===== src/design/kpsd_pkg.sv =====
package kpsd_pkg;

    localparam int ColW      = 3;
    localparam int RowW      = 2;
    localparam int RowDriveW = 4;
    localparam int KeyW      = 5;
    localparam int KeyOutW   = 4;
    localparam int EventW    = 2;
    localparam int DbW       = 8;
    localparam int HoldW     = 16;
    localparam int CfgDataW  = 16;
    localparam int CfgAddrW  = 1;
    localparam int InDataW   = 8;
    localparam int OutDataW  = 16;

    localparam logic [DbW-1:0]      DEBOUNCE_RESET = 8'd64;
    localparam logic [HoldW-1:0]    LONG_RESET     = 16'd6000;
    localparam logic [KeyW-1:0]     NO_KEY         = 5'd20;
    localparam logic [KeyW-1:0]     HASH_KEY       = 5'd11;

    localparam logic [CfgAddrW-1:0] REG_DEBOUNCE   = 1'd0;
    localparam logic [CfgAddrW-1:0] REG_LONG_PRESS = 1'd1;

    localparam logic [EventW-1:0]   EV_NONE        = 2'd0;
    localparam logic [EventW-1:0]   EV_LIGHT       = 2'd1;
    localparam logic [EventW-1:0]   EV_SHORT_HASH  = 2'd2;
    localparam logic [EventW-1:0]   EV_LONG_HASH   = 2'd3;

    typedef struct packed {
        logic [DbW-1:0]   debounce_ticks;
        logic [HoldW-1:0] long_press_ticks;
    } kpsd_cfg_t;

    typedef struct packed {
        logic [KeyOutW-1:0]   key_value;
        logic [EventW-1:0]    event_code;
        logic [RowDriveW-1:0] row_drive;
    } kpsd_result_t;

endpackage


===== src/design/kpsd_cfg_regs.sv =====
module kpsd_cfg_regs
    import kpsd_pkg::*;
(
    input  logic                clk,
    input  logic                rst_n,
    input  logic                cfg_we,
    input  logic [CfgAddrW-1:0] cfg_addr,
    input  logic [CfgDataW-1:0] cfg_wdata,
    output kpsd_cfg_t           cfg
);

    kpsd_cfg_t cfg_reg;
    kpsd_cfg_t cfg_next;

    always_comb
    begin
        cfg_next = cfg_reg;
        if (cfg_we)
        begin
            unique case (cfg_addr)
                REG_DEBOUNCE:   cfg_next.debounce_ticks   = cfg_wdata[DbW-1:0];
                REG_LONG_PRESS: cfg_next.long_press_ticks = cfg_wdata[HoldW-1:0];
                default:        cfg_next = cfg_reg;
            endcase
        end
    end

    always_ff @(posedge clk or negedge rst_n)
    begin
        if (!rst_n)
        begin
            cfg_reg.debounce_ticks   <= DEBOUNCE_RESET;
            cfg_reg.long_press_ticks <= LONG_RESET;
        end
        else
        begin
            cfg_reg <= cfg_next;
        end
    end

    assign cfg = cfg_reg;

endmodule


===== src/design/kpsd_fsm.sv =====
module kpsd_fsm
    import kpsd_pkg::*;
(
    input  logic             clk,
    input  logic             rst_n,
    input  logic             step_en,
    input  logic [ColW-1:0]  column_levels,
    input  logic             tick,
    input  kpsd_cfg_t        cfg,
    output kpsd_result_t     result
);

    localparam logic [2:0] ST_SCAN       = 3'd0;
    localparam logic [2:0] ST_PRESS_DB   = 3'd1;
    localparam logic [2:0] ST_HELD       = 3'd2;
    localparam logic [2:0] ST_RELEASE_DB = 3'd3;
    localparam logic [2:0] ST_EMIT       = 3'd4;

    logic [2:0]       state_reg,   state_next;
    logic [RowW-1:0]  row_reg,     row_next;
    logic [KeyW-1:0]  key_reg,     key_next;
    logic [DbW-1:0]   db_cnt_reg,  db_cnt_next;
    logic [HoldW-1:0] hold_cnt_reg, hold_cnt_next;
    logic [HoldW-1:0] hold_len_reg, hold_len_next;

    logic            any_col;
    logic [KeyW-1:0] decoded;
    logic [DbW-1:0]   db_inc;
    logic [HoldW-1:0] hold_inc;
    logic             db_done;

    // lowest active column wins
    function automatic logic [KeyW-1:0] decode_key(input logic [RowW-1:0] row,
                                                   input logic [ColW-1:0] cols);
        logic [KeyW-1:0] k;
        k = NO_KEY;
        if (cols[0])
        begin
            unique case (row)
                2'd0:    k = 5'd1;
                2'd1:    k = 5'd4;
                2'd2:    k = 5'd7;
                default: k = 5'd10;
            endcase
        end
        else if (cols[1])
        begin
            unique case (row)
                2'd0:    k = 5'd2;
                2'd1:    k = 5'd5;
                2'd2:    k = 5'd8;
                default: k = 5'd0;
            endcase
        end
        else if (cols[2])
        begin
            unique case (row)
                2'd0:    k = 5'd3;
                2'd1:    k = 5'd6;
                2'd2:    k = 5'd9;
                default: k = HASH_KEY;
            endcase
        end
        return k;
    endfunction

    assign any_col  = |column_levels;
    assign decoded  = decode_key(row_reg, column_levels);
    assign db_inc   = (tick && (db_cnt_reg != {DbW{1'b1}})) ? db_cnt_reg + 1'b1 : db_cnt_reg;
    assign hold_inc = (tick && (hold_cnt_reg != {HoldW{1'b1}})) ?
                      hold_cnt_reg + 1'b1 : hold_cnt_reg;
    assign db_done  = db_inc > cfg.debounce_ticks;

    always_comb
    begin
        state_next    = state_reg;
        row_next      = row_reg;
        key_next      = key_reg;
        db_cnt_next   = db_inc;
        hold_cnt_next = hold_inc;
        hold_len_next = hold_len_reg;
        result.event_code = EV_NONE;
        result.key_value  = '0;

        unique case (state_reg)
            ST_SCAN:
            begin
                key_next      = NO_KEY;
                hold_len_next = '0;
                if (any_col)
                begin
                    key_next    = decoded;
                    db_cnt_next = '0;
                    state_next  = ST_PRESS_DB;
                end
                else
                begin
                    row_next = row_reg + 1'b1;
                end
            end
            ST_PRESS_DB:
            begin
                if (db_done)
                begin
                    if (decoded == key_reg)
                    begin
                        hold_cnt_next = '0;
                        state_next    = ST_HELD;
                    end
                    else
                    begin
                        state_next = ST_SCAN;
                    end
                end
            end
            ST_HELD:
            begin
                if (!any_col)
                begin
                    db_cnt_next = '0;
                    state_next  = ST_RELEASE_DB;
                end
            end
            ST_RELEASE_DB:
            begin
                if (db_done)
                begin
                    if (!any_col && (decoded != key_reg))
                    begin
                        hold_len_next = hold_inc;
                        state_next    = ST_EMIT;
                    end
                    else
                    begin
                        state_next = ST_HELD;
                    end
                end
            end
            ST_EMIT:
            begin
                if (key_reg <= 5'd10)
                begin
                    result.event_code = EV_LIGHT;
                    result.key_value  = key_reg[KeyOutW-1:0];
                end
                else if (key_reg == HASH_KEY)
                begin
                    result.event_code = (hold_len_reg < cfg.long_press_ticks) ?
                                        EV_SHORT_HASH : EV_LONG_HASH;
                    result.key_value  = HASH_KEY[KeyOutW-1:0];
                end
                state_next = ST_SCAN;
            end
            default:
            begin
                state_next = ST_SCAN;
            end
        endcase

        result.row_drive = RowDriveW'(1) << row_next;
    end

    always_ff @(posedge clk or negedge rst_n)
    begin
        if (!rst_n)
        begin
            state_reg    <= ST_SCAN;
            row_reg      <= '0;
            key_reg      <= NO_KEY;
            db_cnt_reg   <= '0;
            hold_cnt_reg <= '0;
            hold_len_reg <= '0;
        end
        else if (step_en)
        begin
            state_reg    <= state_next;
            row_reg      <= row_next;
            key_reg      <= key_next;
            db_cnt_reg   <= db_cnt_next;
            hold_cnt_reg <= hold_cnt_next;
            hold_len_reg <= hold_len_next;
        end
    end

endmodule


===== src/design/keypad_scan_debounce_press_timer.sv =====
// channel   dir  width  contents
// s_axis    in   8      scan step word
// m_axis    out  16     result word, one per scan step
// cfg       in   1+16   register write, index 0 debounce, 1 long press
//
// One word per cycle unless the output stalls; stages: input register, result register.
// Scan state advances only when a word moves from input to result register.
// A stalled output holds the result; the input register still takes a word while empty.
// Reset clears scan state and loads the default register values.
module keypad_scan_debounce_press_timer
    import kpsd_pkg::*;
(
    input  logic                clk,
    input  logic                rst_n,
    input  logic                s_axis_tvalid,
    output logic                s_axis_tready,
    input  logic [InDataW-1:0]  s_axis_tdata,   // [2:0] column_levels, [3] tick, [7:4] zero
    output logic                m_axis_tvalid,
    input  logic                m_axis_tready,
    output logic [OutDataW-1:0] m_axis_tdata,   // [3:0] row_drive, [5:4] event_code,
                                                // [9:6] key_value, [15:10] zero
    input  logic                cfg_we,
    input  logic [CfgAddrW-1:0] cfg_addr,
    input  logic [CfgDataW-1:0] cfg_wdata
);

    kpsd_cfg_t    cfg;
    kpsd_result_t step_result;

    logic            in_valid_reg;
    logic [ColW-1:0] cols_reg;
    logic            tick_reg;
    logic            out_valid_reg;
    kpsd_result_t    out_reg;
    logic            advance;

    assign advance       = in_valid_reg && (!out_valid_reg || m_axis_tready);
    assign s_axis_tready = !in_valid_reg || advance;

    kpsd_cfg_regs u_cfg
    (
        .clk       (clk),
        .rst_n     (rst_n),
        .cfg_we    (cfg_we),
        .cfg_addr  (cfg_addr),
        .cfg_wdata (cfg_wdata),
        .cfg       (cfg)
    );

    kpsd_fsm u_fsm
    (
        .clk           (clk),
        .rst_n         (rst_n),
        .step_en       (advance),
        .column_levels (cols_reg),
        .tick          (tick_reg),
        .cfg           (cfg),
        .result        (step_result)
    );

    always_ff @(posedge clk or negedge rst_n)
    begin
        if (!rst_n)
        begin
            in_valid_reg  <= 1'b0;
            out_valid_reg <= 1'b0;
        end
        else
        begin
            if (s_axis_tready)
            begin
                in_valid_reg <= s_axis_tvalid;
            end
            if (advance)
            begin
                out_valid_reg <= 1'b1;
            end
            else if (m_axis_tready)
            begin
                out_valid_reg <= 1'b0;
            end
        end
    end

    always_ff @(posedge clk)
    begin
        if (s_axis_tready && s_axis_tvalid)
        begin
            cols_reg <= s_axis_tdata[ColW-1:0];
            tick_reg <= s_axis_tdata[ColW];
        end
        if (advance)
        begin
            out_reg <= step_result;
        end
    end

    assign m_axis_tvalid = out_valid_reg;
    assign m_axis_tdata  = {{(OutDataW - $bits(kpsd_result_t)){1'b0}}, out_reg};

endmodule

===== config.mk =====
export PLATFORM = sky130hd
export DESIGN_NAME = keypad_scan_debounce_press_timer
export DESIGN_NICKNAME = d
export VERILOG_FILES = /design/src/design/kpsd_pkg.sv /design/src/design/kpsd_cfg_regs.sv /design/src/design/kpsd_fsm.sv /design/src/design/keypad_scan_debounce_press_timer.sv
export SDC_FILE = /design/constraint.sdc
export NUM_CORES = 1
export LEC_CHECK = 0
export BUFFER_PORTS_ARGS = -buffer_cell sky130_fd_sc_hd__clkbuf_2
export CAP_MARGIN = 5
export CORE_ASPECT_RATIO = 0.8
export CORE_MARGIN = 5
export CORE_UTILIZATION = 34
export DETAILED_ROUTE_END_ITERATION = 10
export PLACE_DENSITY_LB_ADDON = 0.08
export SETUP_SLACK_MARGIN = 0.15
export SLEW_MARGIN = 20
export SYNTH_ARGS = -nofsm -noshare
export SYNTH_HDL_FRONTEND = slang
export SYNTH_SLANG_ARGS = --single-unit

===== constraint.sdc =====
create_clock -name clk -period 5.2 [get_ports clk]
set_input_delay 0.52 -clock clk [delete_from_list [all_inputs] [get_ports clk]]
set_output_delay 0.52 -clock clk [all_outputs]
set_load 0.02 [all_outputs]

# Word level (Yosys, flattened, before mapping)
# Cells that the tools add are included.
# word_totals
register_bits	90
inputBits	30
word_cells	95
# classes
n_addsub	3
n_lt_le_gt_ge	3
eq_ne	16
n_shift	1
mux	32
bitwise	3
n_reduce_logical	21
# ops
op	n
$mux 16	6
$pmux 4 s3	3
$pmux 16 s2	1
$mux 8	3
$mux 5	4
$add 16x1->16 const B	1
$lt 16x16->1	1
$ne 16x16->1 const B	1
$pmux 8 s2	1
$mux 3	5
$mux 6	2
$pmux 3 s4	1
$add 8x1->8 const B	1
$gt 8x8->1	1
$ne 2x1->1 const B	4
$ne 8x8->1 const B	1
$eq 3x2->1 const B	2
$mux 2	3
$reduce_and 2->1	3
$reduce_or 3->1	2
$eq 5x4->1 const B	1
$eq 5x5->1	1
$le 5x4->1 const B	1
$logic_and 1x1->1	5
17 further kinds	25

# Depth between registers and ports, before layout
# Gate-level depths: netlist of the first run.
# logic_depth
ltp_word	10
mapped_depth	14
mapped_depth_nobuf	12

# By module
# A second synthesis of the first run with hierarchy kept.
# unflattened
hier_cells	506
hier_area_um2	5152.4
# modules_own_cells
module	instances	cells_each	area_per_inst_um2	seq_area_each_um2
kpsd_fsm	1	425	3671.0	1253.7
kpsd_cfg_regs	1	52	908.4	610.6
keypad_scan_debounce_press_timer	1	29	573.0	470.5

# Worst setup path before layout of the first run
# Ideal clock, no wire load.
# synth_path
path_kind	register to register
from	register u_fsm.db_cnt_reg[0]
to	register u_fsm.hold_cnt_reg[10]
t_arrival_ns	3.076
required_ns	5.099
setup_slack_ns	2.023
path_stages_with_launch	14
n_path_buf	1
period_less_slack_ns	3.177
cell_sequence	dfrtp_1 > ha_1 > nand2_1 > o31a_1 > and3_1 > nor3b_1 > xor2_1 > ha_1 > a21oi_1 > o21ai_0 > o21ai_0 > o31ai_4 > buf_6 > o32ai_1
# synth_via
elab_chain_len	6
word_cells_on_any_way	7
# synth_rtl
element	line_no	text
start, declared	kpsd_fsm.sv:22	logic [DbW-1:0] db_cnt_reg, db_cnt_next;
start signal, assigned	kpsd_fsm.sv:179	db_cnt_reg <= db_cnt_next;
parallel branches: the longest is 2 deep, another holds $add 8x1->8	-	
$mux 8 *	kpsd_fsm.sv:69	assign db_inc = (tick && (db_cnt_reg != {DbW{1'b1}})) ? db_cnt_reg + 1'b1 : db_cnt_reg;
$gt 8x8->1 *	kpsd_fsm.sv:72	assign db_done = db_inc > cfg.debounce_ticks;
$mux 16 *	kpsd_fsm.sv:103	if (db_done)
$mux 16 *	kpsd_fsm.sv:85	unique case (state_reg)
end signal, assigned	kpsd_fsm.sv:180	hold_cnt_reg <= hold_cnt_next;
end, declared	kpsd_fsm.sv:23	logic [HoldW-1:0] hold_cnt_reg, hold_cnt_next;
# Mark *: on every way between the ends.
# A chain may end at the register's enable or synchronous reset.

# Worst setup path in the final report of the first run
# layout_path
from	register u_fsm.db_cnt_reg[0]
to	register u_fsm.hold_cnt_reg[11]
# Same word-level chain as after synthesis.

==> Implementation_results.wiki, run 1 <==
{| class="wikitable"
! Metric !! Value
|-
| Outcome || completed
|-
| Area used by multi-input combinational logic || approximately 0.0026 sq mm
|-
| Height of the chip || approximately 120 um
|-
| Max Fclk || roughly 260 MHz
|-
| Routed WL || ~12000 um
|-
| Type of the worst setup path || reg -> reg
|-
| TritonCTS buffer count || 9
|-
| Warnings from Yosys || 0
|-
| Crit path DAT || 4.16 ns
|-
| # setup viols final || 0
|-
| Routed vias || between 3000 and 4000
|-
| Clock-pin transition on the worst setup and hold timing paths || 0.07 ns
|-
| Sinks on the clock net || 90
|-
| Synth Cell Area || between 0.005 and 0.006 sq mm
|-
| Unrepaired setup endpoints after global routing || no
|-
| Combinational group share of total power || around a quarter
|-
| Drt initial violations || about 230
|-
| Number of DRC violations after detailed routing || 0
|-
| Final Skew || 0.00872 ns
|-
| Cells after Synth || 495
|-
| Worst path setup slack after routing || between 1 and 1.5 ns
|-
| Worst Setup Start Kind || flip-flop
|-
| Highest net fanout along the worst path || 9
|-
| Routed Antenna Nets || 0
|-
| Initial antenna violation count || 0
|-
| Growth of design area from synthesis to finish || 11.6%
|-
| Switching Power || 715 uW
|-
| Proportion of layout cells with a drive suffix above 1 || about 18%
|-
| Non-filler cells, final || 718
|-
| CTS Root Buffer Type || sky130_fd_sc_hd__clkbuf_16
|-
| Sequential cell area || between 0.002 and 0.0025 sq mm
|-
| Final critical path time including I/O delays and setup || ~3.9 ns
|-
| Setup bufs post-CTS || 0
|-
| Average detailed-routed wire length per instance || between 15 and 20 um
|-
| Proportion of power drawn by flip-flops and latches || between 40% and 50%
|-
| IO Count || between 40 and 50
|-
| H-tree levels || 3
|-
| Final critical-path share of the clock period || about three quarters
|-
| Post-place setup slack || 1.38 ns
|-
| Diodes inserted || 0
|-
| CP Capture Type || flip-flop
|-
| Number of flip-flops under the largest register name || 24
|-
| Placed Cells incl. Taps || ~700
|-
| DIE AREA || 0.0177 sq mm
|-
| Clock power share || between 30% and 40%
|-
| Aggregate global routing overflow || 0
|-
| Internal power component || around 1.4 mW
|-
| Net switching fraction of the power || around a third
|-
| Pin count of the biggest net entering global routing || 77
|-
| Proportion of synthesized chip area in sequential cells || a little under half
|-
| Post-synth top flop || sky130_fd_sc_hd__dfrtp_1
|-
| Max Root-Sink Buffers || 2
|-
| Row cnt || 40
|-
| Count of hold-fix buffers inserted at cts || 0
|-
| Total half-perimeter wirelength after legalization and detailed placement || 8140 um
|-
| Data required time of the critical path || about 5.5 ns
|-
| First-pass iteration count of the detailed router || 4
|-
| CTS tree || done
|-
| Slew Limit Fails || 0
|-
| Share of async-settable or async-resettable flops after synthesis || 84.4%
|-
| Total routing usage reported by global routing || between 10% and 20%
|-
| Total Neg Setup Slack || 0 ns
|-
| Filler cell count in the final layout || around 1500
|-
| Leak Pwr || about 2.5 nW
|-
| Pwr dens || 375 mW/mm^2
|-
| IR Drop Worst-Case VDD || approximately 0.18 mV
|-
| Final hold vios || 0
|-
| Core occupancy in the finished layout || around two fifths
|-
| # resized after CTS || 0
|-
| Relative max-transition margin || 28.8%
|-
| Effective utilization at floorplan || ~35%
|-
| Via count of the first global-routing pass || around 3700
|-
| Area inside the core boundary || between 0.01 and 0.015 sq mm
|-
| Final net count || 585
|-
| I/O Buffers || 37
|-
| Clk Latency, worst-skew pair || approximately 0.35 ns
|-
| Final weighted congestion in routability-driven placement || between 0.7 and 0.8
|-
| Count of max-cap constraint violations || 0
|-
| Path class of the lowest-slack min-delay path || in -> async
|-
| Post-synthesis cell type count || 67
|-
| Average via count per standard cell || just over 5
|-
| Post-synthesis register bit count || 90
|-
| Slew at the pin with the worst max-slew slack || roughly 1.1 ns
|-
| Global-route wire length before repair || about 20000 um
|-
| Width of the die || 148 um
|-
| Syn avg cell area || about 10 sq um
|-
| Number of enable-type register cells in the synthesized netlist || 14
|}
[power by group through the flow]
stage                     registers (mW)  logic [mW]  clock network [mW]
after floorplan                    0.926       0.446                   0
after global placement             0.950       0.558                   0
after detailed placement           0.955       0.569                   0
after CTS                          0.941       0.575               0.673
after global routing               0.960       0.642               0.698
final                              0.942       0.566               0.647
[final timing paths]
kind,from,endpoint,slack [ns],cells after the start
setup reg to reg,u_fsm.db_cnt_reg[0],u_fsm.hold_cnt_reg[11],1.30,12
setup / recovery,u_fsm.db_cnt_reg[0],u_fsm.hold_cnt_reg[11],1.30,12
max in group asynchronous,rst_n,u_cfg.cfg[20],4.48,1
min in group clk,s_axis_tdata[3],tick_reg,0.35,1
hold reg to reg,in_valid_reg,m_axis_tvalid,0.49,1
hold / removal,rst_n,u_fsm.hold_len_reg[9],0.23,1
[area by class of cell]
| cell class | instances | share of cell area, % |
|---|---|---|
| clock buffer | 15 | 5.01 |
| timing repair buffer | 38 | 3.46 |
| sequential | 90 | 40.6 |
| inverter | 32 | 2.09 |
| clock inverter | 1 | 0.109 |
| tap | 189 | 4.12 |
| multi-input combinational | 353 | 44.6 |
[per-stage QoR]
step	total power [mW]	instance area, sq um	hold slack (ns)
6_report	2.16	5750	0.230
2_1_floorplan	1.37	5160	0.224
3_5_place_dp	1.52	5450	0.472
3_3_place_gp	1.51	5450	0.464
5_1_grt	2.30	5750	0.295
4_1_cts	2.19	5740	0.343
[synth_stat cells, types with 6 or more instances]
cell,count,area share [%]
sky130_fd_sc_hd__a21o_1,9,1.3
sky130_fd_sc_hd__a21oi_1,15,1.5
sky130_fd_sc_hd__and3_1,6,0.73
sky130_fd_sc_hd__buf_4,8,1.2
sky130_fd_sc_hd__clkbuf_1,11,0.80
sky130_fd_sc_hd__dfrtp_1,66,32
sky130_fd_sc_hd__dfstp_2,10,5.1
sky130_fd_sc_hd__edfxtp_1,14,8.2
sky130_fd_sc_hd__ha_1,31,7.5
sky130_fd_sc_hd__inv_1,31,2.3
sky130_fd_sc_hd__mux2_2,21,4.6
sky130_fd_sc_hd__nand2_1,46,3.4
sky130_fd_sc_hd__nand3_1,11,1.1
sky130_fd_sc_hd__nand4_1,14,1.7
sky130_fd_sc_hd__nor2_1,20,1.5
sky130_fd_sc_hd__nor3_1,11,1.1
sky130_fd_sc_hd__o21ai_0,29,2.8
sky130_fd_sc_hd__o2bb2ai_1,16,2.7
sky130_fd_sc_hd__o31ai_1,11,1.6
sky130_fd_sc_hd__xnor2_1,19,3.2
sky130_fd_sc_hd__xor2_1,11,1.9
[cell families after synthesis]
group	Yosys count	share of synthesized area, %
simple gates	146	15.2
mux	22	4.81
fa+ha+maj	31	7.54
other cells	1	0.0729
xor+xnor	30	5.11
compound gates	118	16.7
flops	90	45.4
buf+inv	57	5.23
[per-layer routing]
layer	track usage (%)	routed length (um)	vias up
met5	0	0	-
met4	3.61	126	0
met3	3.40	489	12
met2	20.6	5120	60
met1	20.2	5990	1774
li1	-	-	1858
[worst max-delay path, stage by stage, from the launching register on]
cell                        delay, ns
sky130_fd_sc_hd__dfrtp_1         0.42
sky130_fd_sc_hd__ha_1            0.24
sky130_fd_sc_hd__nand2_1         0.07
sky130_fd_sc_hd__o31a_1          0.28
sky130_fd_sc_hd__and3_1          0.30
sky130_fd_sc_hd__nor3b_1         0.40
sky130_fd_sc_hd__xor2_1          0.20
sky130_fd_sc_hd__ha_1            0.28
sky130_fd_sc_hd__a21oi_1         0.15
sky130_fd_sc_hd__o21ai_0         0.17
sky130_fd_sc_hd__o2111ai_1       0.91
sky130_fd_sc_hd__o221ai_1        0.26
sky130_fd_sc_hd__o31ai_1         0.12
[cell usage in the layout (no fill, tap or decap), drive strengths merged, types with 3 or more instances in the layout]
| cell | instances |
|---|---|
| a21o | 9 |
| a21oi | 15 |
| a22o | 3 |
| and2 | 3 |
| and3 | 7 |
| clkbuf | 51 |
| conb | 6 |
| dfrtp | 66 |
| dfstp | 10 |
| edfxtp | 14 |
| ha | 31 |
| inv | 33 |
| mux2 | 22 |
| nand2 | 46 |
| nand2b | 5 |
| nand3 | 11 |
| nand4 | 15 |
| nor2 | 21 |
| nor2b | 4 |
| nor3 | 11 |
| nor3b | 3 |
| nor4 | 3 |
| o211ai | 5 |
| o21a | 3 |
| o21ai | 30 |
| o221ai | 3 |
| o22ai | 3 |
| o2bb2ai | 16 |
| o31ai | 12 |
| o32ai | 3 |
| or2 | 4 |
| xnor2 | 19 |
| xor2 | 11 |
No activity file was read; power rests on OpenSTA's default activity.
==> inputs of run 2 (changes only) <==
--- a/config.mk
+++ b/config.mk
@@ -5,6 +5,7 @@
 export SDC_FILE = /design/constraint.sdc
 export NUM_CORES = 1
 export LEC_CHECK = 0
+export ABC_AREA = 1
 export BUFFER_PORTS_ARGS = -buffer_cell sky130_fd_sc_hd__clkbuf_2
 export CAP_MARGIN = 5
 export CORE_ASPECT_RATIO = 0.8
==> constraint.sdc (replaced) <==
create_clock -name clk -period 3.3 [get_ports clk]
set_input_delay 0.33 -clock clk [delete_from_list [all_inputs] [get_ports clk]]
set_output_delay 0.33 -clock clk [all_outputs]
set_load 0.02 [all_outputs]
==> Implementation_results.wiki, run 2 <==
{| class="wikitable"
! Metric !! Value
|-
| Pwr dens || 675 mW/mm^2 (was 375 mW/mm^2)
|-
| Worst path setup slack after routing || 0.391 ns (was 1.30 ns)
|-
| Placed Cells incl. Taps || 924 (was 702)
|-
| Commonest non-fill, non-tap cell in the layout || sky130_fd_sc_hd__nand2_1 (was sky130_fd_sc_hd__dfrtp_1)
|-
| Critical path launch point || u_fsm.db_cnt_reg[0] (unchanged)
|-
| Row cnt || 40 (unchanged)
|-
| Average via count per standard cell || 4.53 (was 5.16)
|-
| Count of hold-fix buffers inserted at cts || 0 (unchanged)
|-
| Highest net fanout along the worst path || 12 (was 9)
|-
| Effective utilization at floorplan || 35.1% (was 34.5%)
|-
| Proportion of layout cells with a drive suffix above 1 || 13.5% (was 18.0%)
|-
| Worst R2R Setup Slack || 0.39 ns (was 1.30 ns)
|-
| Met1 routed wirelength after detailed routing || 6430 um (was 5990 um)
|-
| Post-synthesis cell type count || 39 (was 67)
|-
| Proportion of synthesized chip area in sequential cells || 43.9% (was 45.4%)
|-
| Final net count || 792 (was 585)
|-
| Cells after Synth || 687 (was 495)
|-
| Series of cell instances along the critical path || ha_2, nand2_1, nor2_2, a41oi_1, buf_4, nand4_1, xnor2_1, ha_1, nand2_1, inv_1, o21ai_0, a21o_1, nand2_1, nand2_2, a21oi_4, buf_12, buf_6, nand3_1, nand2_1 (was ha_1, nand2_1, o31a_1, and3_1, nor3b_1, xor2_1, ha_1, a21oi_1, o21ai_0, o2111ai_1, o221ai_1, o31ai_1)
|-
| Max Root-Sink Buffers || 2 (unchanged)
|-
| TritonCTS buffer count || 9 (unchanged)
|-
| Top routing layer used || met4 (unchanged)
|-
| Total half-perimeter wirelength after legalization and detailed placement || 8850 um (was 8140 um)
|-
| Sequential cell area || 0.00233 sq mm (unchanged)
|-
| Clock-pin transition on the worst setup and hold timing paths || 0.07 ns (about the same)
|-
| Global-route wire length before repair || 20200 um (was 19600 um)
|-
| Initial antenna violation count || 0 (unchanged)
|-
| Warnings from Yosys || 0 (unchanged)
|-
| Post-synth top flop || sky130_fd_sc_hd__dfrtp_1 (unchanged)
|-
| Height of the chip || 122 um (was 120 um)
|-
| Final hold vios || 0 (unchanged)
|-
| Data required time of the critical path || 3.59 ns (was 5.46 ns)
|-
| Top-area cell type share of the netlist area || 31.0% (was 32.1%)
|-
| First-pass iteration count of the detailed router || 5 (was 4)
|-
| Count of buffer and inverter cells on the critical path || 4 (was 0)
|-
| Area used by multi-input combinational logic || 0.00251 sq mm (was 0.00256 sq mm)
|-
| Drt initial violations || 254 (was 227)
|-
| Commonest cells post-synth || sky130_fd_sc_hd__nand2_1 (193), sky130_fd_sc_hd__inv_1 (104), sky130_fd_sc_hd__dfrtp_1 (66) (was sky130_fd_sc_hd__dfrtp_1 (66), sky130_fd_sc_hd__nand2_1 (46), sky130_fd_sc_hd__ha_1 (31), sky130_fd_sc_hd__inv_1 (31), sky130_fd_sc_hd__o21ai_0 (29))
|-
| Non-filler cells, final || 946 (was 718)
|-
| Average detailed-routed wire length per instance || 12.8 um (was 16.3 um)
|-
| CTS tree || done (unchanged)
|-
| Final critical-path share of the clock period || 88.2% (was 75.0%)
|-
| FF-to-FF End || u_fsm.hold_len_reg[9] (was u_fsm.hold_cnt_reg[11])
|-
| Dominant cell by count in the synthesized netlist || sky130_fd_sc_hd__nand2_1 (was sky130_fd_sc_hd__dfrtp_1)
|-
| Clk Latency, worst-skew pair || 0.35 ns (about the same)
|-
| Outcome || completed (unchanged)
|-
| DR WL met3 || 622 um (was 489 um)
|-
| IO Count || 48 (unchanged)
|-
| Slowest library cell on the worst path || sky130_fd_sc_hd__dfrtp_1 (was sky130_fd_sc_hd__o2111ai_1)
|-
| I/O Buffers || 37 (unchanged)
|-
| Final Skew || 0.00764 ns (was 0.00872 ns)
|-
| Area inside the core boundary || 0.0152 sq mm (was 0.0149 sq mm)
|-
| IR Drop Worst-Case VDD || 0.263 mV (was 0.182 mV)
|-
| Filler cell count in the final layout || 1566 (was 1471)
|-
| Slew Limit Fails || 0 (unchanged)
|-
| Number of enable-type register cells in the synthesized netlist || 14 (unchanged)
|-
| Path class of the lowest-slack min-delay path || in -> async (unchanged)
|-
| Number of DRC violations after detailed routing || 0 (unchanged)
|-
| Aggregate global routing overflow || 0 (unchanged)
|-
| Most frequent cells in the layout || sky130_fd_sc_hd__nand2_1 (192), sky130_fd_sc_hd__inv_1 (103), sky130_fd_sc_hd__dfrtp_1 (66), sky130_fd_sc_hd__o21ai_0 (56), sky130_fd_sc_hd__nor2_1 (52) (was sky130_fd_sc_hd__dfrtp_1 (66), sky130_fd_sc_hd__nand2_1 (46), sky130_fd_sc_hd__clkbuf_2 (36), sky130_fd_sc_hd__inv_1 (31), sky130_fd_sc_hd__ha_1 (31))
|-
| CTS Root Buffer Type || sky130_fd_sc_hd__clkbuf_16 (unchanged)
|-
| Post-DP Area || 0.00570 sq mm (was 0.00545 sq mm)
|-
| Routed vias || 4288 (was 3704)
|-
| # setup viols final || 0 (unchanged)
|-
| Most frequent CP cell || sky130_fd_sc_hd__nand2_1 (was sky130_fd_sc_hd__ha_1)
|-
| Via count of the first global-routing pass || 4061 (was 3719)
|-
| Number of flip-flops under the largest register name || 24 (unchanged)
|-
| Share of async-settable or async-resettable flops after synthesis || 84.4% (unchanged)
|-
| Reg-to-reg critical path startpoint || u_fsm.db_cnt_reg[0] (unchanged)
|-
| Final weighted congestion in routability-driven placement || 0.804 (was 0.783)
|-
| Post-place setup slack || 0.266 ns (was 1.38 ns)
|-
| Routed WL || 12100 um (was 11700 um)
|-
| Leak Pwr || 3.20 nW (was 2.53 nW)
|-
| Crit-path leading delay family || simple AND/OR/NAND/NOR gates (was compound AO/OA/AOI/OAI gates)
|-
| DIE AREA || 0.0183 sq mm (was 0.0177 sq mm)
|-
| Post-synthesis register bit count || 90 (unchanged)
|-
| Pin count of the biggest net entering global routing || 77 (unchanged)
|-
| Final critical path time including I/O delays and setup || 2.91 ns (was 3.90 ns)
|-
| Dominant cells by area after synthesis || sky130_fd_sc_hd__dfrtp_1 (31%), sky130_fd_sc_hd__nand2_1 (14%), sky130_fd_sc_hd__edfxtp_1 (7.9%) (was sky130_fd_sc_hd__dfrtp_1 (32%), sky130_fd_sc_hd__edfxtp_1 (8.2%), sky130_fd_sc_hd__ha_1 (7.5%))
|-
| Width of the die || 150 um (was 148 um)
|-
| Most area-hungry cell type in the Yosys netlist || sky130_fd_sc_hd__dfrtp_1 (unchanged)
|-
| Total routing usage reported by global routing || 13.8% (was 13.9%)
|-
| Crit path DAT || 3.19 ns (was 4.16 ns)
|-
| Met2 routed WL || 4970 um (was 5120 um)
|-
| Diodes inserted || 0 (unchanged)
|-
| Slowest stage delay, CP || 0.40 ns (was 0.91 ns)
|-
| Syn avg cell area || 7.74 sq um (was 10.4 sq um)
|-
| Unrepaired setup endpoints after global routing || no (unchanged)
|-
| Worst Setup Start Kind || flip-flop (unchanged)
|-
| Sinks on the clock net || 90 (unchanged)
|-
| Count of max-cap constraint violations || 0 (unchanged)
|-
| Routed Antenna Nets || 0 (unchanged)
|-
| Growth of design area from synthesis to finish || 15.0% (was 11.6%)
|-
| Slew at the pin with the worst max-slew slack || 0.875 ns (was 1.07 ns)
|-
| Total Neg Setup Slack || 0 ns (unchanged)
|-
| Type of the worst setup path || reg -> reg (unchanged)
|-
| Max Fclk || 344 MHz (was 256 MHz)
|-
| Synth Cell Area || 0.00532 sq mm (was 0.00515 sq mm)
|-
| CP Capture Type || flip-flop (unchanged)
|-
| Final std cell area, no fill || 0.00612 sq mm (was 0.00575 sq mm)
|-
| R2r worst-path depth || 19 (was 12)
|-
| Relative max-transition margin || 41.5% (was 28.8%)
|-
| H-tree levels || 3 (unchanged)
|}
[run 2: cell count changes after synthesis, moves of 8 or more]
cell,change
sky130_fd_sc_hd__nand2_1,+147
sky130_fd_sc_hd__inv_1,+73
sky130_fd_sc_hd__nor2_1,+33
sky130_fd_sc_hd__o21ai_0,+31
sky130_fd_sc_hd__nand3_1,+30
sky130_fd_sc_hd__mux2_2,-21
sky130_fd_sc_hd__xnor2_1,-17
sky130_fd_sc_hd__o2bb2ai_1,-16
sky130_fd_sc_hd__o31ai_1,-11
sky130_fd_sc_hd__a21o_1,-8
sky130_fd_sc_hd__a21oi_1,+8
[run 2: metrics by stage]
stage | utilization (%) | total power [mW] | hold slack (ns)
CTS | 39.7 | 4.10 | 0.138
finish | 40.3 | 4.13 | 0.0322
floorplan | - | 2.58 | 0.0344
global placement | 37.6 | 2.93 | 0.460
detailed placement | 37.6 | 2.96 | 0.459
global route | 40.3 | 4.49 | 0.0797
[run 2: worst max path at each step]
stage | to | slack (ns) | cells past startpoint
floorplan | u_fsm.hold_len_reg[15] | 0.45 | 20
global placement | u_fsm.hold_len_reg[3] | 0.32 | 16
detailed placement | u_fsm.hold_len_reg[9] | 0.27 | 16
CTS | u_fsm.hold_len_reg[9] | 0.25 | 18
global route | u_fsm.hold_len_reg[9] | 0.15 | 19
finish | u_fsm.hold_len_reg[9] | 0.39 | 19
[run 2: per-layer routing]
metal / up-vias / GRT usage [%]
li1: 2255 / -
met1: 1963 / 20.6
met2: 64 / 19.7
met3: 6 / 4.09
met4: 0 / 2.91
met5: - / 0
[run 2: worst register-to-register path, cell delays in order, from the launching register on]
cell and delay [ns]:
sky130_fd_sc_hd__dfrtp_1 0.40, sky130_fd_sc_hd__ha_2 0.21, sky130_fd_sc_hd__nand2_1 0.08, sky130_fd_sc_hd__nor2_2 0.04
sky130_fd_sc_hd__a41oi_1 0.16, sky130_fd_sc_hd__buf_4 0.21, sky130_fd_sc_hd__nand4_1 0.11, sky130_fd_sc_hd__xnor2_1 0.18
sky130_fd_sc_hd__ha_1 0.31, sky130_fd_sc_hd__nand2_1 0.05, sky130_fd_sc_hd__inv_1 0.06, sky130_fd_sc_hd__o21ai_0 0.08
sky130_fd_sc_hd__a21o_1 0.16, sky130_fd_sc_hd__nand2_1 0.06, sky130_fd_sc_hd__nand2_2 0.10, sky130_fd_sc_hd__a21oi_4 0.19
sky130_fd_sc_hd__buf_12 0.14, sky130_fd_sc_hd__buf_6 0.11, sky130_fd_sc_hd__nand3_1 0.09, sky130_fd_sc_hd__nand2_1 0.09
[run 2: logic make-up (layout without fill, tap and decap cells)]
logic type	Yosys count	count (layout)	synth area share, %
and+or+nand+nor	328	330	26.9
adders and majority gates	31	31	7.29
AOI/OAI and AO/OA	93	93	9.15
xor gates and xnor gates	15	15	2.47
DFF	90	90	43.9
buffers and inverters	129	171	10.2
other	1	6	0.0705
[run 2: timing repair]
item / CTS / global route
gates resized for setup: 0 / 15
setup endpoints to repair: 0 / 34
setup buffers: 0 / 3
[run 2: cell type report]
cell class / instances / share of cell area (%)
Clock buffer: 11 / 4.15
Clock inverter: 5 / 1.06
Inverter: 108 / 6.63
Multi-Input combinational cell: 475 / 41.0
Sequential cell: 90 / 38.2
Tap cell: 210 / 4.29
Timing Repair Buffer: 47 / 4.74
[run 2: power breakdown]
group	internal [mW]	leakage, nW	total, mW	switching (mW)
logic	0.500	1.95	1.42	0.919
clock network	0.645	0.158	1.10	0.455
registers	1.39	1.10	1.61	0.220
total	2.53	3.20	4.13	1.59
==> inputs of run 3 (changes only) <==
--- a/config.mk
+++ b/config.mk
@@ -6,12 +6,12 @@
 export NUM_CORES = 1
 export LEC_CHECK = 0
 export ABC_AREA = 1
-export BUFFER_PORTS_ARGS = -buffer_cell sky130_fd_sc_hd__clkbuf_2
 export CAP_MARGIN = 5
 export CORE_ASPECT_RATIO = 0.8
 export CORE_MARGIN = 5
 export CORE_UTILIZATION = 34
 export DETAILED_ROUTE_END_ITERATION = 10
+export DONT_BUFFER_PORTS = 1
 export PLACE_DENSITY_LB_ADDON = 0.08
 export SETUP_SLACK_MARGIN = 0.15
 export SLEW_MARGIN = 20
==> Implementation_results.wiki, run 3 (same netlist as run 2, synthesis figures left out) <==
{| class="wikitable"
! Metric !! Value
|-
| Final weighted congestion in routability-driven placement || 0.822 (was 0.804)
|-
| Routed WL || 12000 um (was 12100 um)
|-
| Max Root-Sink Buffers || 2 (unchanged)
|-
| Final critical path time including I/O delays and setup || 2.92 ns (was 2.91 ns)
|-
| Initial antenna violation count || 0 (unchanged)
|-
| Count of max-cap constraint violations || 0 (unchanged)
|-
| Outcome || completed (unchanged)
|-
| Worst R2R Setup Slack || 0.38 ns (was 0.39 ns)
|-
| Average detailed-routed wire length per instance || 13.2 um (was 12.8 um)
|-
| Proportion of layout cells with a drive suffix above 1 || 7.49% (was 13.5%)
|-
| Number of flip-flops under the largest register name || 24 (unchanged)
|-
| H-tree levels || 3 (unchanged)
|-
| Core occupancy in the finished layout || 38.4% (was 40.3%)
|-
| Highest net fanout along the worst path || 16 (was 12)
|-
| Routed Antenna Nets || 0 (unchanged)
|-
| Pwr dens || 670 mW/mm^2 (was 675 mW/mm^2)
|-
| Growth of design area from synthesis to finish || 9.60% (was 15.0%)
|-
| Worst path setup slack after routing || 0.378 ns (was 0.391 ns)
|-
| Path class of the lowest-slack min-delay path || in -> reg (was in -> async)
|-
| I/O Buffers || 0 (was 37)
|-
| DIE AREA || 0.0183 sq mm (unchanged)
|-
| Max Fclk || 342 MHz (was 344 MHz)
|-
| Number of DRC violations after detailed routing || 0 (unchanged)
|-
| Filler cell count in the final layout || 1599 (was 1566)
|-
| Final Skew || 0.0132 ns (was 0.00764 ns)
|-
| Height of the chip || 122 um (unchanged)
|-
| First-pass iteration count of the detailed router || 4 (was 5)
|-
| CTS Root Buffer Type || sky130_fd_sc_hd__clkbuf_16 (unchanged)
|-
| # setup viols final || 0 (unchanged)
|-
| CP Capture Type || flip-flop (unchanged)
|-
| Clk Latency, worst-skew pair || 0.35 ns (about the same)
|-
| Commonest non-fill, non-tap cell in the layout || sky130_fd_sc_hd__nand2_1 (unchanged)
|-
| Crit path DAT || 3.13 ns (was 3.19 ns)
|-
| Area used by multi-input combinational logic || 0.00247 sq mm (was 0.00251 sq mm)
|-
| Type of the worst setup path || reg -> reg (unchanged)
|-
| Aggregate global routing overflow || 0 (unchanged)
|-
| Average via count per standard cell || 4.60 (was 4.53)
|-
| Final hold vios || 0 (unchanged)
|-
| FF-to-FF End || u_fsm.hold_cnt_reg[5] (was u_fsm.hold_len_reg[9])
|-
| Via count of the first global-routing pass || 4031 (was 4061)
|-
| Width of the die || 150 um (unchanged)
|-
| Total routing usage reported by global routing || 14.2% (was 13.8%)
|-
| IR Drop Worst-Case VDD || 0.306 mV (was 0.263 mV)
|-
| Effective utilization at floorplan || 35.1% (unchanged)
|-
| Sinks on the clock net || 90 (unchanged)
|-
| Row cnt || 40 (unchanged)
|-
| Drt initial violations || 251 (was 254)
|-
| Diodes inserted || 0 (unchanged)
|-
| Slew Limit Fails || 0 (unchanged)
|-
| Data required time of the critical path || 3.51 ns (was 3.59 ns)
|-
| Final net count || 750 (was 792)
|-
| Pin count of the biggest net entering global routing || 77 (unchanged)
|-
| Placed Cells incl. Taps || 885 (was 924)
|-
| Routed vias || 4157 (was 4288)
|-
| Non-filler cells, final || 904 (was 946)
|-
| Slew at the pin with the worst max-slew slack || 0.888 ns (was 0.875 ns)
|-
| Worst Setup Start Kind || flip-flop (unchanged)
|-
| Leak Pwr || 2.99 nW (was 3.20 nW)
|-
| Hold path startpoint || s_axis_tdata[3]
|-
| Clock-pin transition on the worst setup and hold timing paths || 0.06 ns (was 0.07 ns)
|-
| Reg-to-reg critical path startpoint || u_fsm.db_cnt_reg[1] (was u_fsm.db_cnt_reg[0])
|-
| Final critical-path share of the clock period || 88.5% (was 88.2%)
|-
| Most frequent cells in the layout || sky130_fd_sc_hd__nand2_1 (192), sky130_fd_sc_hd__inv_1 (104), sky130_fd_sc_hd__dfrtp_1 (66), sky130_fd_sc_hd__o21ai_0 (60), sky130_fd_sc_hd__nor2_1 (53) (was sky130_fd_sc_hd__nand2_1 (192), sky130_fd_sc_hd__inv_1 (103), sky130_fd_sc_hd__dfrtp_1 (66), sky130_fd_sc_hd__o21ai_0 (56), sky130_fd_sc_hd__nor2_1 (52))
|-
| Global-route wire length before repair || 20400 um (was 20200 um)
|-
| Relative max-transition margin || 40.7% (was 41.5%)
|-
| Unrepaired setup endpoints after global routing || no (unchanged)
|-
| Critical path launch point || u_fsm.db_cnt_reg[1] (was u_fsm.db_cnt_reg[0])
|-
| Total Neg Setup Slack || 0 ns (unchanged)
|-
| Total half-perimeter wirelength after legalization and detailed placement || 8870 um (was 8850 um)
|-
| Post-place setup slack || 0.191 ns (was 0.266 ns)
|-
| Sequential cell area || 0.00233 sq mm (unchanged)
|-
| IO Count || 48 (unchanged)
|-
| TritonCTS buffer count || 9 (unchanged)
|-
| CTS tree || done (unchanged)
|-
| End point of the critical path || u_fsm.hold_cnt_reg[5] (was u_fsm.hold_len_reg[9])
|-
| Area inside the core boundary || 0.0152 sq mm (unchanged)
|-
| R2r worst-path depth || 16 (was 19)
|}
==> run 3: cell types whose count changed in the layout (fill, tap and decap cells not counted), moves of 2 or more <==
cell,before,now
sky130_fd_sc_hd__o21ai_1,5,1
sky130_fd_sc_hd__clkbuf_2,36,0
sky130_fd_sc_hd__buf_4,6,4
sky130_fd_sc_hd__o21ai_0,56,60
sky130_fd_sc_hd__buf_6,4,1
==> run 3: what timing repair did <==
item | in CTS | in global routing
buffers inserted | 0 | 1
hold endpoints to repair | 76 | 0
resized for setup | 0 | 3
endpoints found under the setup margin | 0 | 27
hold buffers | 2 | 0
==> run 3: metal layers <==
metal,track usage (%),vias up,wire length [um]
met3,4.13,2,466
met1,20.7,1927,6580
li1,-,2171,-
met5,0,-,0
met4,3.66,0,59
met2,20.6,57,4850
==> run 3: final cells by class <==
class,instances,share of cell area [%]
inverter,108,6.95
tap,210,4.51
clock inverter,4,0.558
clock buffer,12,4.23
timing repair buffer,7,1.35
sequential,90,40.0
multi-input combinational,473,42.4
==> run 3: stage by stage <==
stage	total power, mW	instance area (sq um)	hold WS, ns
6_report	3.91	5830	0.0777
5_1_grt	4.27	5830	0.0484
4_1_cts	3.96	5810	0.0563
3_5_place_dp	2.90	5490	0.0391
3_3_place_gp	2.87	5490	0.0387
2_1_floorplan	2.58	5340	0.0344
==> run 3: critical path: stages, from the launching register on <==
cell,delay (ns)
sky130_fd_sc_hd__dfrtp_1,0.39
sky130_fd_sc_hd__ha_1,0.21
sky130_fd_sc_hd__nand2_1,0.06
sky130_fd_sc_hd__nor2_1,0.13
sky130_fd_sc_hd__a41oi_1,0.12
sky130_fd_sc_hd__buf_4,0.19
sky130_fd_sc_hd__o21ai_0,0.31
sky130_fd_sc_hd__inv_1,0.10
sky130_fd_sc_hd__ha_1,0.30
sky130_fd_sc_hd__nand4_1,0.11
sky130_fd_sc_hd__a21o_1,0.17
sky130_fd_sc_hd__nand2_1,0.06
sky130_fd_sc_hd__nand2_2,0.10
sky130_fd_sc_hd__inv_1,0.11
sky130_fd_sc_hd__nand3b_4,0.22
sky130_fd_sc_hd__nand2_1,0.11
sky130_fd_sc_hd__o21ai_0,0.09
==> run 3: worst min path at each step <==
stage,end,slack (ns),cells past startpoint
finish,tick_reg,0.08,0
global route,tick_reg,0.05,0
CTS,tick_reg,0.06,0
detailed placement,u_fsm.db_cnt_reg[3],0.04,0
global placement,u_fsm.db_cnt_reg[3],0.04,0
floorplan,in_valid_reg,0.03,0
==> run 3: where the power goes <==
group / internal (mW) / switching [mW] / leakage [nW]
sequential: 1.39 / 0.261 / 1.10
clock: 0.541 / 0.451 / 0.139
combinational: 0.431 / 0.832 / 1.76
